**src/rtl/core/mtrg_pkg.sv**
```systemverilog
`timescale 1ns / 1ps
// shared types, constants and tempering function of the mt19937 generator
// no dependencies
package mtrg_pkg;

    localparam int unsigned STATE_WORDS = 624;
    localparam int unsigned IDX_W       = 10;
    localparam logic [IDX_W-1:0] IDX_LAST    = 10'd623;
    localparam logic [IDX_W-1:0] IDX_FULL    = 10'd624;
    localparam logic [IDX_W-1:0] TWIST_SHIFT = 10'd397;
    localparam logic [IDX_W-1:0] TWIST_WRAP  = 10'd227;

    localparam logic [31:0] SEED_MULT    = 32'h6C078965;
    localparam logic [31:0] TWIST_MATRIX = 32'h9908B0DF;
    localparam logic [31:0] UPPER_BIT    = 32'h80000000;
    localparam logic [31:0] LOWER_BITS   = 32'h7FFFFFFF;
    localparam logic [31:0] TEMPER_B     = 32'h9D2C5680;
    localparam logic [31:0] TEMPER_C     = 32'hEFC60000;

    typedef enum logic {
        OP_DRAW = 1'b0,
        OP_SEED = 1'b1
    } t_op;

    typedef struct packed {
        t_op         op;
        logic [31:0] seed;
        logic [31:0] limit;
    } t_item;

    typedef enum logic [3:0] {
        BK_IDLE,
        BK_SEED,
        BK_TW_PRIME,
        BK_TW_LOAD,
        BK_TW_RD,
        BK_TW_WR,
        BK_DR_RD,
        BK_DR_TEMP,
        BK_DIV,
        BK_OUT
    } t_bk_state;

    function automatic logic [31:0] temper(input logic [31:0] w);
        logic [31:0] y;
        y = w;
        y = y ^ (y >> 11);
        y = y ^ ((y << 7) & TEMPER_B);
        y = y ^ ((y << 15) & TEMPER_C);
        y = y ^ (y >> 18);
        return y;
    endfunction

endpackage

```
**src/rtl/core/mtrg_front.sv**
```systemverilog
`timescale 1ns / 1ps
// front stage: accepts request words, decodes the request type, registers them
// depends on mtrg_pkg
module mtrg_front
    import mtrg_pkg::*;
(
    input  logic  i_clk,
    input  logic  i_rst_n,
    input  logic  i_valid,
    output logic  o_ready,
    input  logic  i_req_type,
    input  logic [31:0] i_seed,
    input  logic [31:0] i_limit,
    output logic  o_valid,
    input  logic  i_ready,
    output t_item o_item
);
    logic  r_valid, n_valid;
    t_item r_item, n_item;

    assign o_ready = !r_valid || i_ready;
    assign o_valid = r_valid;
    assign o_item  = r_item;

    always_comb begin
        n_valid = r_valid;
        n_item  = r_item;
        if (r_valid && i_ready) begin
            n_valid = 1'b0;
        end
        if (i_valid && o_ready) begin
            n_valid      = 1'b1;
            n_item.op    = i_req_type ? OP_SEED : OP_DRAW;
            n_item.seed  = i_seed;
            // a reseed ignores the limit, draws ignore the seed
            n_item.limit = i_req_type ? 32'd0 : i_limit;
        end
    end

    always_ff @(posedge i_clk) begin
        if (!i_rst_n) begin
            r_valid <= 1'b0;
        end else begin
            r_valid <= n_valid;
        end
        r_item <= n_item;
    end
endmodule

```
**config.mk**
```make
export PLATFORM = sky130hd
export DESIGN_NAME = mtrg_front
export DESIGN_NICKNAME = d
export VERILOG_FILES = /design/src/rtl/core/mtrg_pkg.sv /design/src/rtl/core/mtrg_front.sv
export SDC_FILE = /design/constraint.sdc
export NUM_CORES = 1
export LEC_CHECK = 0
export ABC_AREA = 1
export BUFFER_PORTS_ARGS = -buffer_cell sky130_fd_sc_hd__buf_2
export CORE_MARGIN = 5
export CORE_UTILIZATION = 38
export DETAILED_ROUTE_END_ITERATION = 8
export GPL_TIMING_DRIVEN = 0
export MAX_ROUTING_LAYER = met4
export PLACE_DENSITY = 0.74
export REMOVE_ABC_BUFFERS = 1
export SLEW_MARGIN = 20
export SYNTH_ARGS = -nofsm -noshare
export SYNTH_HDL_FRONTEND = slang
export SYNTH_SLANG_ARGS = --single-unit
export TNS_END_PERCENT = 20
```
**constraint.sdc**
```tcl
create_clock -name i_clk -period 4.8 [get_ports i_clk]
set_input_delay 0.96 -clock i_clk [delete_from_list [all_inputs] [get_ports i_clk]]
set_output_delay 0.96 -clock i_clk [all_outputs]
set_load 0.02 [all_outputs]
```
After elaboration in Yosys (flattened, before gate mapping)
Cells that the tools add are included.

word-level totals
  bits of input ports = 69
  output and inout port bits = 67
  word-level logic and storage cells = 12
  bits in registers = 66

operators by class
  reductions and logical operators = 5
  mux-type cells = 3

operators by type and width
  operator             number
  $mux W1              3
  $logic_and A1 B1 Y1  2
  $reduce_bool A2 Y1   1
  $logic_not A1 Y1     1
  $logic_or A1 B1 Y1   1

Longest topological paths before layout
  word-level depth = 4
  mapped depth = 3
  mapped depth without buffers = 3

Worst setup path before layout
OpenSTA, ideal clock, no wires.

  path kind = input to register
  from = input port i_valid
  to = register r_item, in the netlist o_item[0] (enable)
  stages = 2
  arrival time = 4,156 ps
  data required time = 4,290 ps
  path buffers = 0
  setup time = 510 ps
  setup slack = 134 ps
  cells stage by stage = inv_1 > a21oi_1

on the way
  longest elaborated chain between the ends = 1

RTL lines
  what                    RTL line          text
  start: declaration      mtrg_front.sv:9   input logic i_valid,
  $logic_and A1 B1 Y1     mtrg_front.sv:31  if (i_valid && o_ready) begin
  end signal: assignment  mtrg_front.sv:46  r_item <= n_item;
  end: declaration        mtrg_front.sv:19  t_item r_item, n_item;

Every way passes these cells.
A chain may end at the register's enable or synchronous reset.

Final worst setup path
  from = input port i_ready
  to = output port o_ready

on the way
  longest elaborated chain between the ends = 1

RTL lines
  what                RTL line          text
  start: declaration  mtrg_front.sv:15  input logic i_ready,
  $logic_or A1 B1 Y1  mtrg_front.sv:21  assign o_ready = !r_valid || i_ready;
  end: declaration    mtrg_front.sv:10  output logic o_ready,

Every way passes these cells.

==> results_tabular.tex <==
\begin{tabular}{lr}
\hline
Metric & Value \\
\hline
\multicolumn{2}{l}{\textbf{STA}} \\
Post-layout worst setup margin & 2432 ps \\
Part of the cycle the worst path needs & 0.4934 \\
Worst rel slew slack & 0.5099 \\
Slew at the pin with the worst max-slew slack & 733.5 ps \\
Final number of max-transition violations & 0 \\
Minimum clock period after layout & 2368 ps \\
Skew final & 8.441 ps \\
Number of setup violations in the final report & 0 \\
RSZ-0062 raised after global routing & false \\
Hold Vio Cnt, Final & 0 \\
Achievable frequency & 422.3 MHz \\
\multicolumn{2}{l}{\textbf{Global routing}} \\
Via count of the first global-routing pass & 1494 \\
Global-route usage over all layers & 0.1262 \\
Largest net degree at the start of global routing & 34 \\
Aggregate global routing overflow & 0 \\
Global-route wire length before repair & 6.886 mm \\
Number of antenna violations at the first check in global routing & 0 \\
\multicolumn{2}{l}{\textbf{Finish}} \\
Synthesis-to-layout area growth & 43.47\% \\
Final net count & 353 \\
Combined flip-flop and latch cell area & 1972 um\^{}2 \\
Fraction of final layout cells with drive strength greater than 1 & 0.5294 \\
Area of combinational cells with multiple inputs & 145.1 um\^{}2 \\
Diode insertion count for antenna repair & 0 \\
Fill count & 521 \\
\multicolumn{2}{l}{\textbf{Clocking}} \\
Hold-fix buffers at CTS & 0 \\
Post-CTS setup buffer count & 0 \\
Clock slew at reported path FFs & 70 ps \\
Post-cts resize count & 0 \\
Clock latency at the later pin of the worst-skew pair & 330 ps \\
Clock tree from TritonCTS & done \\
Longest Clk Path Bufs & 2 \\
H-tree depth & 3 \\
Number of buffers created by CTS & 9 \\
Clock root buffer master & clkbuf\_8 \\
Clk sink count & 66 \\
\multicolumn{2}{l}{\textbf{Placed design}} \\
IO buf count & 135 \\
RePlAce Congestion & 0.6394 \\
Detailed placement HPWL & 3.639 mm \\
Minimum setup slack after placement & 2306 ps \\
\multicolumn{2}{l}{\textbf{Setup path}} \\
Classification of the worst setup path & in -> out \\
Largest fanout of any net on the critical path & 2 \\
Data required time of the critical path & 3840 ps \\
Setup crit end kind & output pin \\
WP data arrival & 1410 ps \\
Category of the worst setup path launch point & input port \\
\multicolumn{2}{l}{\textbf{Logic synthesis}} \\
Post-synthesis mux area share & 0 \\
Combinational family with the most area after synthesis & buffers and inverters \\
YS warnings & 0 \\
Mapped Area & 2271 um\^{}2 \\
Yosys cell types & 7 \\
Synth Register Bits & 66 \\
Average cell area after synthesis & 16.34 um\^{}2 \\
Post-synthesis share of cell area spent on and, or, nand and nor gates & 0.05455 \\
Adder-cell share of the synthesized area & 0 \\
Proportion of synthesized chip area in sequential cells & 0.8683 \\
Synthesized-area fraction occupied by ao, oa, aoi and oai cells & 0.004408 \\
Synthesized netlist cell count & 139 \\
Parity-gate share of the synthesized area counting xor and xnor cells & 0 \\
\multicolumn{2}{l}{\textbf{Min path}} \\
Worst hold path class & reg -> reg \\
\multicolumn{2}{l}{\textbf{Die}} \\
Vertical die dimension & 87.31 um \\
Die Footprint & 7622 um\^{}2 \\
Standard cell core area & 5851 um\^{}2 \\
Number of top-level pins & 136 \\
Initial cell density of the core & 0.3882 \\
Die Span X & 87.31 um \\
Site Rows & 28 \\
\multicolumn{2}{l}{\textbf{Status}} \\
Result of the run & completed \\
\multicolumn{2}{l}{\textbf{Detailed routing}} \\
Number of violations reported at the end of detailed-routing iteration 0 & 75 \\
Remaining routing DRC violations & 0 \\
Total iterations of the first detailed-routing run & 3 \\
Vias per cell & 4.154 \\
Count of nets left with antenna violations after detail routing & 0 \\
Final wirelength & 4.727 mm \\
Average wire per cell in the routed design & 12.99 um \\
Vias post-DR & 1512 \\
\multicolumn{2}{l}{\textbf{Power and ir drop}} \\
Power Dens Cells & 387.1 nW/um\^{}2 \\
IR drop worst, VDD & 0.1700 mV \\
Leakage & 1.562 nW \\
Post-layout power & 0.001261 W \\
\multicolumn{2}{l}{\textbf{Run}} \\
Maximum capacitance violations & 0 \\
\hline
\end{tabular}
-- registers in the layout (all words and copies together), names as in the netlist --
register and cells:
o_item 65, o_valid 1
-- path summary, 6_finish.rpt --
kind           start          to  slack [ps]  cells past startpoint
min reg2reg  o_valid     o_valid         550                      2
min          o_valid     o_valid         550                      2
max          i_ready     o_ready        2430                      4
max reg2reg  o_valid  o_item[18]        3090                      3
-- synthesized netlist by cell type --
cell | number | area share
inv_1 | 35 | 0.058
buf_6 | 3 | 0.015
a21oi_1 | 2 | 0.0044
dfxtp_1 | 1 | 0.0088
edfxtp_1 | 65 | 0.86
nand2_1 | 1 | 0.0017
nor2_1 | 32 | 0.053
-- worst max-delay path, stage by stage --
cell	delay, ps
buf_2	100
inv_1	100
nand2_1	90
buf_2	170
-- layout by cell type, fill, tap and decap left out, drive strengths merged --
cell	count
nand2	1
edfxtp	65
nor2	32
buf	137
inv	35
clkinvlp	1
a21oi	2
clkinv	4
clkbuf	10
bufinv	1
dfxtp	1
-- through the flow --
stage | cell area, um^2 | instances | utilization | hold WS (ps) | TNS (ps)
floorplan | 2237 | 136 | - | 706.3 | 0
global placement | 3007 | 346 | 0.5139 | 474.6 | -68070
detailed placement | 3073 | 348 | 0.5252 | 535.5 | 0
CTS | 3258 | 364 | 0.5569 | 547.2 | 0
global route | 3258 | 364 | 0.5569 | 573.4 | 0
finish | 3258 | 364 | 0.5569 | 551.0 | 0
-- logic make-up (layout without fill, tap and decap cells) --
group                  Yosys count  in the layout
AND/OR/NAND/NOR                 33             33
buffers and inverters           38            188
flip-flops                      66             66
AO/OA/AOI/OAI                    2              2
-- report_power, final --
group          total (W)  leakage (nW)  internal [W]  switching, W
combinational   0.000143         0.819     0.0000533     0.0000898
clock           0.000436        0.0958      0.000236      0.000199
sequential      0.000683         0.647      0.000675    0.00000786
total            0.00126          1.56      0.000965      0.000297
-- routing by layer --
metal  up-vias  global-route usage  routed length (um)
li1        739                   -                   -
met1       685              0.1239                1579
met2        80              0.2096                2403
met3         8             0.06055                 673
met4         0             0.05858                  71
met5         -                   -                   0
-- area by class of cell --
| cell class | count | share of cell area |
|---|---|---|
| flip-flops and latches | 66 | 0.6052 |
| clock buffers | 10 | 0.03917 |
| inverters | 35 | 0.04032 |
| well taps | 75 | 0.02880 |
| clock inverters | 6 | 0.01767 |
| multi-input cells | 35 | 0.04455 |
| repair buffers | 137 | 0.2243 |
No activity file was read; power rests on OpenSTA's default activity.
