<file path="src/rtl/core/mtrg_pkg.sv">
`timescale 1ns / 1ps
// shared types, constants and tempering function of the mt19937 generator
// no dependencies
package mtrg_pkg;

    localparam int unsigned STATE_WORDS = 624;
    localparam int unsigned IDX_W       = 10;
    localparam logic [IDX_W-1:0] IDX_LAST    = 10'd623;
    localparam logic [IDX_W-1:0] IDX_FULL    = 10'd624;
    localparam logic [IDX_W-1:0] TWIST_SHIFT = 10'd397;
    localparam logic [IDX_W-1:0] TWIST_WRAP  = 10'd227;

    localparam logic [31:0] SEED_MULT    = 32'h6C078965;
    localparam logic [31:0] TWIST_MATRIX = 32'h9908B0DF;
    localparam logic [31:0] UPPER_BIT    = 32'h80000000;
    localparam logic [31:0] LOWER_BITS   = 32'h7FFFFFFF;
    localparam logic [31:0] TEMPER_B     = 32'h9D2C5680;
    localparam logic [31:0] TEMPER_C     = 32'hEFC60000;

    typedef enum logic {
        OP_DRAW = 1'b0,
        OP_SEED = 1'b1
    } t_op;

    typedef struct packed {
        t_op         op;
        logic [31:0] seed;
        logic [31:0] limit;
    } t_item;

    typedef enum logic [3:0] {
        BK_IDLE,
        BK_SEED,
        BK_TW_PRIME,
        BK_TW_LOAD,
        BK_TW_RD,
        BK_TW_WR,
        BK_DR_RD,
        BK_DR_TEMP,
        BK_DIV,
        BK_OUT
    } t_bk_state;

    function automatic logic [31:0] temper(input logic [31:0] w);
        logic [31:0] y;
        y = w;
        y = y ^ (y >> 11);
        y = y ^ ((y << 7) & TEMPER_B);
        y = y ^ ((y << 15) & TEMPER_C);
        y = y ^ (y >> 18);
        return y;
    endfunction

endpackage

</file>
<file path="src/rtl/core/mtrg_queue.sv">
`timescale 1ns / 1ps
// short request queue between front and back
// depends on mtrg_pkg
module mtrg_queue
    import mtrg_pkg::*;
#(
    parameter int unsigned DEPTH = 2
) (
    input  logic  i_clk,
    input  logic  i_rst_n,
    input  logic  i_push,
    output logic  o_ready,
    input  t_item i_item,
    output logic  o_valid,
    input  logic  i_pop,
    output t_item o_item
);
    localparam int unsigned PW = (DEPTH > 1) ? $clog2(DEPTH) : 1;
    localparam int unsigned CW = $clog2(DEPTH + 1);
    localparam logic [CW-1:0] CNT_FULL = CW'(DEPTH);
    localparam logic [PW-1:0] PTR_LAST = PW'(DEPTH - 1);

    t_item          r_mem [DEPTH];
    logic [PW-1:0]  r_wr, r_rd;
    logic [CW-1:0]  r_cnt;
    logic           w_push, w_pop;

    assign o_ready = (r_cnt != CNT_FULL);
    assign o_valid = (r_cnt != '0);
    assign o_item  = r_mem[r_rd];
    assign w_push  = i_push && o_ready;
    assign w_pop   = i_pop && o_valid;

    always_ff @(posedge i_clk) begin
        if (!i_rst_n) begin
            r_wr  <= '0;
            r_rd  <= '0;
            r_cnt <= '0;
        end else begin
            if (w_push) begin
                r_wr <= (r_wr == PTR_LAST) ? '0 : r_wr + 1'b1;
            end
            if (w_pop) begin
                r_rd <= (r_rd == PTR_LAST) ? '0 : r_rd + 1'b1;
            end
            r_cnt <= r_cnt + CW'(w_push) - CW'(w_pop);
        end
        if (w_push) begin
            r_mem[r_wr] <= i_item;
        end
    end
endmodule

</file>
<file path="config.mk">
export PLATFORM = sky130hd
export DESIGN_NAME = mtrg_queue
export DESIGN_NICKNAME = d
export VERILOG_FILES = /design/src/rtl/core/mtrg_pkg.sv /design/src/rtl/core/mtrg_queue.sv
export SDC_FILE = /design/constraint.sdc
export NUM_CORES = 1
export LEC_CHECK = 0
export ABC_CLOCK_PERIOD_IN_PS = 3750
export BUFFER_PORTS_ARGS = -buffer_cell sky130_fd_sc_hd__buf_2
export CAP_MARGIN = 40
export CORE_MARGIN = 2
export CORE_UTILIZATION = 50
export CTS_CLUSTER_SIZE = 20
export DETAILED_ROUTE_END_ITERATION = 10
export PLACE_DENSITY = 0.8
export SYNTH_ARGS = -nofsm -noshare
export SYNTH_HDL_FRONTEND = slang
export SYNTH_SLANG_ARGS = --single-unit
</file>
<file path="constraint.sdc">
create_clock -name i_clk -period 3.75 [get_ports i_clk]
set_input_delay 0.1875 -clock i_clk [delete_from_list [all_inputs] [get_ports i_clk]]
set_output_delay 0.1875 -clock i_clk [all_outputs]
set_load 0.05 [all_outputs]
</file>
After elaboration in Yosys (flattened, before gate mapping)
Memories as Yosys holds them, arrays and structs flattened. A register that Yosys moved wholly into a read port is not among the register bits.
Cells that the tools add are included.
Widths: inputs -> output; s select.

cells by class
  add/subtract/negate cells = 4
  equality and inequality tests = 1
  muxes and demuxes = 6
  reduce and logical (&&, ||, !) cells = 3

operators by type and width
  operator             number
  $mux 1               6
  $add 1x1->1 const B  2
  $add 2x1->2          1
  $logic_and 1x1->1    2
  $ne 2x2->1 const B   1
  $reduce_bool 2->1    1
  $sub 2x1->2          1

storage, ports and cells
  register bits = 4
  bits in writable memories = 130
  bits of input ports = 69
  word-level logic and storage cells = 18
  memories = 1

memories
  name   words  bits a word  read ports  clocked after Yosys merged registers in  write ports  RTL line          RTL
  r_mem  2      65           1           1                                        1            mtrg_queue.sv:23  t_item r_mem [DEPTH];

Longest topological paths before layout
Gate-level depths: netlist of the first run.

  depth in word-level cells = 4
  mapped depth = 6
  depth with buffers taken out = 6

Worst setup path before layout of the first run
OpenSTA, ideal clock, no wires.

  path kind = register to register
  from = register r_cnt[0]
  to = memory r_mem[1][0] (netlist bit), enable pin
  setup time = 0.430 ns
  arrival = 2.586 ns
  required time = 3.320 ns
  path slack = 0.734 ns
  cell stages (with the launch flop) = 3
  buffers on the path = 0
  clock period less this slack = 3.016 ns
  cells stage by stage = dfxtp_1 nand2b_1 and3_1

between the ends
  longest elaborated chain between the ends = 4

RTL lines
  item                          RTL line          RTL
  start, declared               mtrg_queue.sv:25  logic [CW-1:0] r_cnt;
  start signal, assigned        mtrg_queue.sv:46  r_cnt <= r_cnt + CW'(w_push) - CW'(w_pop);
  $ne 2x2->1                    mtrg_queue.sv:28  assign o_ready = (r_cnt != CNT_FULL);
  net o_ready                   mtrg_queue.sv:12  output logic o_ready,
  $logic_and 1x1->1             mtrg_queue.sv:31  assign w_push = i_push && o_ready;
  $mux 1                        mtrg_queue.sv:48  if (w_push) begin
  $mux 1 (implied by the code)  mtrg_queue.sv:49  r_mem[r_wr] <= i_item;
  end, declared                 mtrg_queue.sv:23

The timed path passes the listed nets, and every way through them passes these cells.

==> results_dict.tcl, run 1 <==
set metrics [dict create \
    grt_max_degree 46 \
    switching_share 0.3265 \
    first_pass_iters 4 \
    routedWlPerCell_um 16.63 \
    path_delay_family "flip-flops" \
    peakVddDrop_mv 0.4345 \
    hp-class "primary input to flip-flop" \
    drive_gt1_frac 0.5141 \
    cts_tree "done" \
    clockBufferDepth 2 \
    syn-cell-area_sq_um 5155 \
    clock.fmax_ghz 0.4248 \
    post-route-util 0.7115 \
    combPwrFrac 0.292 \
    worst_hold_slack_ns 0.07593 \
    placement.io_buffers 135 \
    final_max_slew_viol_count 0 \
    internal-power_mw 3.420 \
    synth_cell_types 26 \
    antenna_found_initial 0 \
    cp-start-kind "flip-flop" \
    netSwitchingPower_mw 1.658 \
    post_cts.repair.setup_buffers 0 \
    yosysWarnings 0 \
    place_congestion 0.6979 \
    synthArstFlopShare 0 \
    viasPerCell 4.811 \
    die_h_um 105.5 \
    wl_mm 9.928 \
    highest_layer "met4" \
    status "complete, no violations" \
    wirelength_met1_mm 4.056 \
    grt_usage 0.1866 \
    crit_path_end_kind "output pin" \
    wl_met2_mm 5.247 \
    min_period_over_period 0.6278 \
    power_mw 5.078 \
    crit_type "flip-flop to output pin" \
    clock_sinks 135 \
    min_period_ns 2.354 \
    clock_power_share 0.327 \
    first_global_vias 3045 \
    root_buffer "clkbuf_8" \
    slowest_delay_ns 0.71 \
    synthCells 231 \
    synthFlopType "edfxtp_1" \
    synth_edf_count 130 \
    final_nets 518 \
    ant_nets 0 \
    vias 2872 \
    tns_ns 0 \
    hold_viol 0 \
    cp_slowest_cell "dfxtp_4" \
    synth_fp_nets 301 \
    ys_seq_elements 135 \
    synthTopCellsByCount "edfxtp_1, mux2_4, mux2_2, buf_6, dfxtp_1" \
    drc 0 \
    ys_seq_area_frac 0.7767 \
    numCtsBuffers 17 \
    yosysMostFrequentCell "edfxtp_1" \
    rows 37 \
    tightest_slew_ns 0.6068 \
    overflow 0 \
    netlist.area_leader.share 0.7573 \
    stdcell_area_sq_um 7247 \
    syn_area_per_cell_sq_um 22.32 \
    synth_top_cells_by_area "edfxtp_1, mux2_4, mux2_2" \
    power_density_nw_per_um2 700.7 \
    cp.required_ns 3.56 \
    fillCellCount 660 \
    areaGrowthSynthToFinish_pct 40.58 \
    clock_skew_ns 0.006497 \
    cts-resized-gates 0 \
    start_util 0.5061 \
    grt_pass1_wl_mm 15.21 \
    ctsHoldBuffers 66 \
    die_x_um 105.5 \
    crit_fanout 35 \
    cts_max_level 4 \
    wl_met3_um 551 \
    num_antenna_cells 0 \
    crit_arrival_ns 2.17 \
    clk_pin_slew_ns 0.06 \
    cap_violations 0 \
    worst-path-buf-inv 2 \
    place_area_sq_um 5987 \
    core_sq_um 10180 \
    ios 136 \
    clk_latency_ns 0.51 \
    cp_cell_sequence "buf_16 -> mux2_2 -> buf_2" \
    relSlewSlack 0.5955 \
    p_leak_nw 2.861 \
    setup_viol 0 \
    drtIter0Drc 109 \
    yosysTopAreaCell "edfxtp_1" \
    rsz0062_at_grt "false" \
    power_frac_seq 0.381 \
    die-area_sq_um 11140 \
]
area by class of cell:
class                      count  area [sq um]  share of cell area
clock buffer                  17         414.1             0.05715
clock inverter                15         185.2             0.02555
inverter                       1         3.754           0.0005180
multi-input combinational     88          1080              0.1490
sequential                   135          4008              0.5530
tap                          136         170.2             0.02348
timing repair buffer         205          1386              0.1913
worst reg2reg max path: stages, from the launching register on:
cell and delay, ns:
dfxtp_1 0.44, nand2b_1 0.22, and3_2 0.55, buf_4 0.61
cells in the final DEF (no fill, tap or decap), drive strengths merged, types with 2 or more instances in the layout:
master and instances:
buf 139, edfxtp 130, dlygate4sd3 66, mux2 65, clkbuf 17, clkinv 7
dfxtp 5, clkinvlp 4, bufinv 4, and2 3, nand2b 2, nor2 2
a21bo 2, o21ai 2
through the flow:
step	setup WS, ns	instances
CTS	1.344	597
floorplan	0.7342	231
global placement	1.633	498
detailed placement	1.564	499
finish	1.396	597
global route	1.256	597
registers in the layout, summed over array words and instances (netlist names), named ones only:
signal / count
r_rd: 1
r_wr: 1
r_mem: 130
r_cnt: 2
power groups by stage:
| stage | Sequential [mW] | Combinational (mW) | Clock [mW] |
|---|---|---|---|
| floorplan | 1.91 | 1.22 | 0 |
| global placement | 2.01 | 1.35 | 0 |
| detailed placement | 1.97 | 1.43 | 0 |
| CTS | 1.94 | 1.48 | 1.69 |
| global route | 1.96 | 1.55 | 1.77 |
| finish | 1.94 | 1.48 | 1.66 |
final timing paths:
check        startpoint  cells after the start  slack [ns]     endpoint
min              i_push                      3        0.08         r_wr
min reg2reg        r_rd                      2        0.58    flip-flop
max reg2reg    r_cnt[0]                      3        1.54  r_mem[1][5]
max           flip-flop                      3        1.40   o_item[53]
metal layers:
metal	up-vias	track usage
li1	1349	-
met1	1408	0.2139
met2	108	0.3263
met3	7	0.06432
met4	0	0.06391
met5	-	0
cells by family (layout without fill, tap and decap cells):
kind of cell / Yosys count / in the layout / synth area share
and+or+nand+nor: 13 / 13 / 0.01432
DFF: 135 / 135 / 0.7767
AOI/OAI and AO/OA: 7 / 7 / 0.01044
muxes: 66 / 66 / 0.1803
xor gates and xnor gates: 1 / 1 / 0.001699
adders and majority gates: 1 / 1 / 0.002427
buffers and inverters: 8 / 238 / 0.01408
Power figures use the tool's default switching activity.
==> run 2, diff against run 1 <==
--- a/config.mk
+++ b/config.mk
@@ -5,7 +5,7 @@
 export SDC_FILE = /design/constraint.sdc
 export NUM_CORES = 1
 export LEC_CHECK = 0
-export ABC_CLOCK_PERIOD_IN_PS = 3750
+export ABC_CLOCK_PERIOD_IN_PS = 2300
 export BUFFER_PORTS_ARGS = -buffer_cell sky130_fd_sc_hd__buf_2
 export CAP_MARGIN = 40
 export CORE_MARGIN = 2
==> constraint.sdc (replaced) <==
create_clock -name i_clk -period 2.3 [get_ports i_clk]
set_input_delay 0.115 -clock i_clk [delete_from_list [all_inputs] [get_ports i_clk]]
set_output_delay 0.115 -clock i_clk [all_outputs]
set_load 0.05 [all_outputs]
==> results_dict.tcl, run 2 (synthesis results as in run 1) <==
set metrics [dict create \
    status "complete, no violations" \
    mostFrequentLayoutCells "buf_2, edfxtp_1, dlygate4sd3_1, mux2_4, clkbuf_16" \
    first_global_vias 3038 \
    multi_input_area_sq_um 1082 \
    root_buffer "clkbuf_8" \
    cp_cell_sequence "buf_12 -> mux2_4 -> buf_2" \
    drc 0 \
    post_cts.repair.setup_buffers 0 \
    crit_path_end_kind "output pin" \
    slowest_delay_ns 0.62 \
    final_common_cell "buf_2" \
    drtIter0Drc 105 \
    min_period_over_period 0.9045 \
    die_h_um 105.5 \
    hp-class "primary input to flip-flop" \
    worst_hold_slack_ns 0.3261 \
    grt_max_degree 66 \
    power_density_nw_per_um2 1122 \
    antenna_found_initial 0 \
    worst-path-buf-inv 2 \
    core_sq_um 10180 \
    die-area_sq_um 11140 \
    largest_reg_flops 130 \
    clock_skew_ns 0.006555 \
    min_period_ns 2.080 \
    drive_gt1_frac 0.5140 \
    tns_ns 0 \
    clock_sinks 135 \
    die_x_um 105.5 \
    cts_tree "done" \
    areaGrowthSynthToFinish_pct 41.04 \
    first_pass_iters 4 \
    ios 136 \
    p_leak_nw 2.874 \
    rsz0062_at_grt "false" \
    clockBufferDepth 2 \
    clk_pin_slew_ns 0.06 \
    routedWlPerCell_um 15.86 \
    wl_mm 9.531 \
    cts-resized-gates 0 \
    tightest_slew_ns 0.4672 \
    cp_slowest_cell "dfxtp_4" \
    fin_ws_ns 0.2197 \
    ant_nets 0 \
    clk_latency_ns 0.51 \
    power_mw 8.155 \
    grt_usage 0.1751 \
    peakVddDrop_mv 0.6217 \
    setup_viol 0 \
    crit_type "flip-flop to output pin" \
    numCtsBuffers 17 \
    ff_latch_area_sq_um 4008 \
    largest_register "r_mem" \
    vias 2895 \
    dp_hpwl_mm 5.429 \
    overflow 0 \
    place_congestion 0.6756 \
    fillCellCount 659 \
    rows 37 \
    placement.io_buffers 135 \
    path_delay_family "flip-flops" \
    grt_pass1_wl_mm 14.30 \
    cts_max_level 4 \
    clock.fmax_ghz 0.4807 \
    top_regs "r_mem: 130 flops, r_cnt: 2 flops" \
    start_util 0.5061 \
    hold_viol 0 \
    relSlewSlack 0.6885 \
    post-route-util 0.7139 \
    viasPerCell 4.817 \
    cp-start-kind "flip-flop" \
    crit_arrival_ns 1.97 \
    final_nets 522 \
    cp.required_ns 2.18 \
    num_antenna_cells 0 \
    dp_slack_ns 0.6607 \
    crit_fanout 27 \
    final_max_slew_viol_count 0 \
    ctsHoldBuffers 68 \
    cap_violations 0 \
]
[run 2: routing by layer]
metal	routed length, um	up-vias	track usage
li1	-	1363	-
met1	3649	1419	0.1842
met2	5251	103	0.3203
met3	496	10	0.05504
met4	133	0	0.07613
met5	0	-	0
[run 2: final timing paths]
kind / from / to / slack [ns] / cells after the start
min reg2reg: r_wr / r_wr / 0.58 / 2
min: i_item[59] / r_mem[1][59] / 0.33 / 2
max reg2reg: r_cnt[0] / r_mem[0][38] / 0.65 / 4
max: flip-flop / o_item[21] / 0.22 / 3
[run 2: worst reg2reg max path: stages (launching register included)]
cell	delay (ns)
dfxtp_1	0.44
nand2b_2	0.19
nand3b_1	0.14
clkinvlp_4	0.10
buf_4	0.40
[run 2: power by group]
part | switching, mW | internal [mW] | total [mW]
sequential | 0.139 | 3.00 | 3.14
clock | 0.943 | 1.64 | 2.59
combinational | 1.58 | 0.850 | 2.43
[run 2: area by class of cell]
type	count	area share
clock buffers	19	0.05799
clock inverters	13	0.02134
inverters	1	0.001033
multi-input cells	88	0.1489
flip-flops and latches	135	0.5512
well taps	136	0.02340
repair buffers	209	0.1962
[run 2: metrics by stage]
| step | instances | area [sq um] |
|---|---|---|
| 2_1_floorplan | 231 | 5162 |
| 3_3_place_gp | 501 | 6013 |
| 3_5_place_dp | 501 | 6013 |
| 4_1_cts | 601 | 7271 |
| 5_1_grt | 601 | 7271 |
| 6_report | 601 | 7271 |
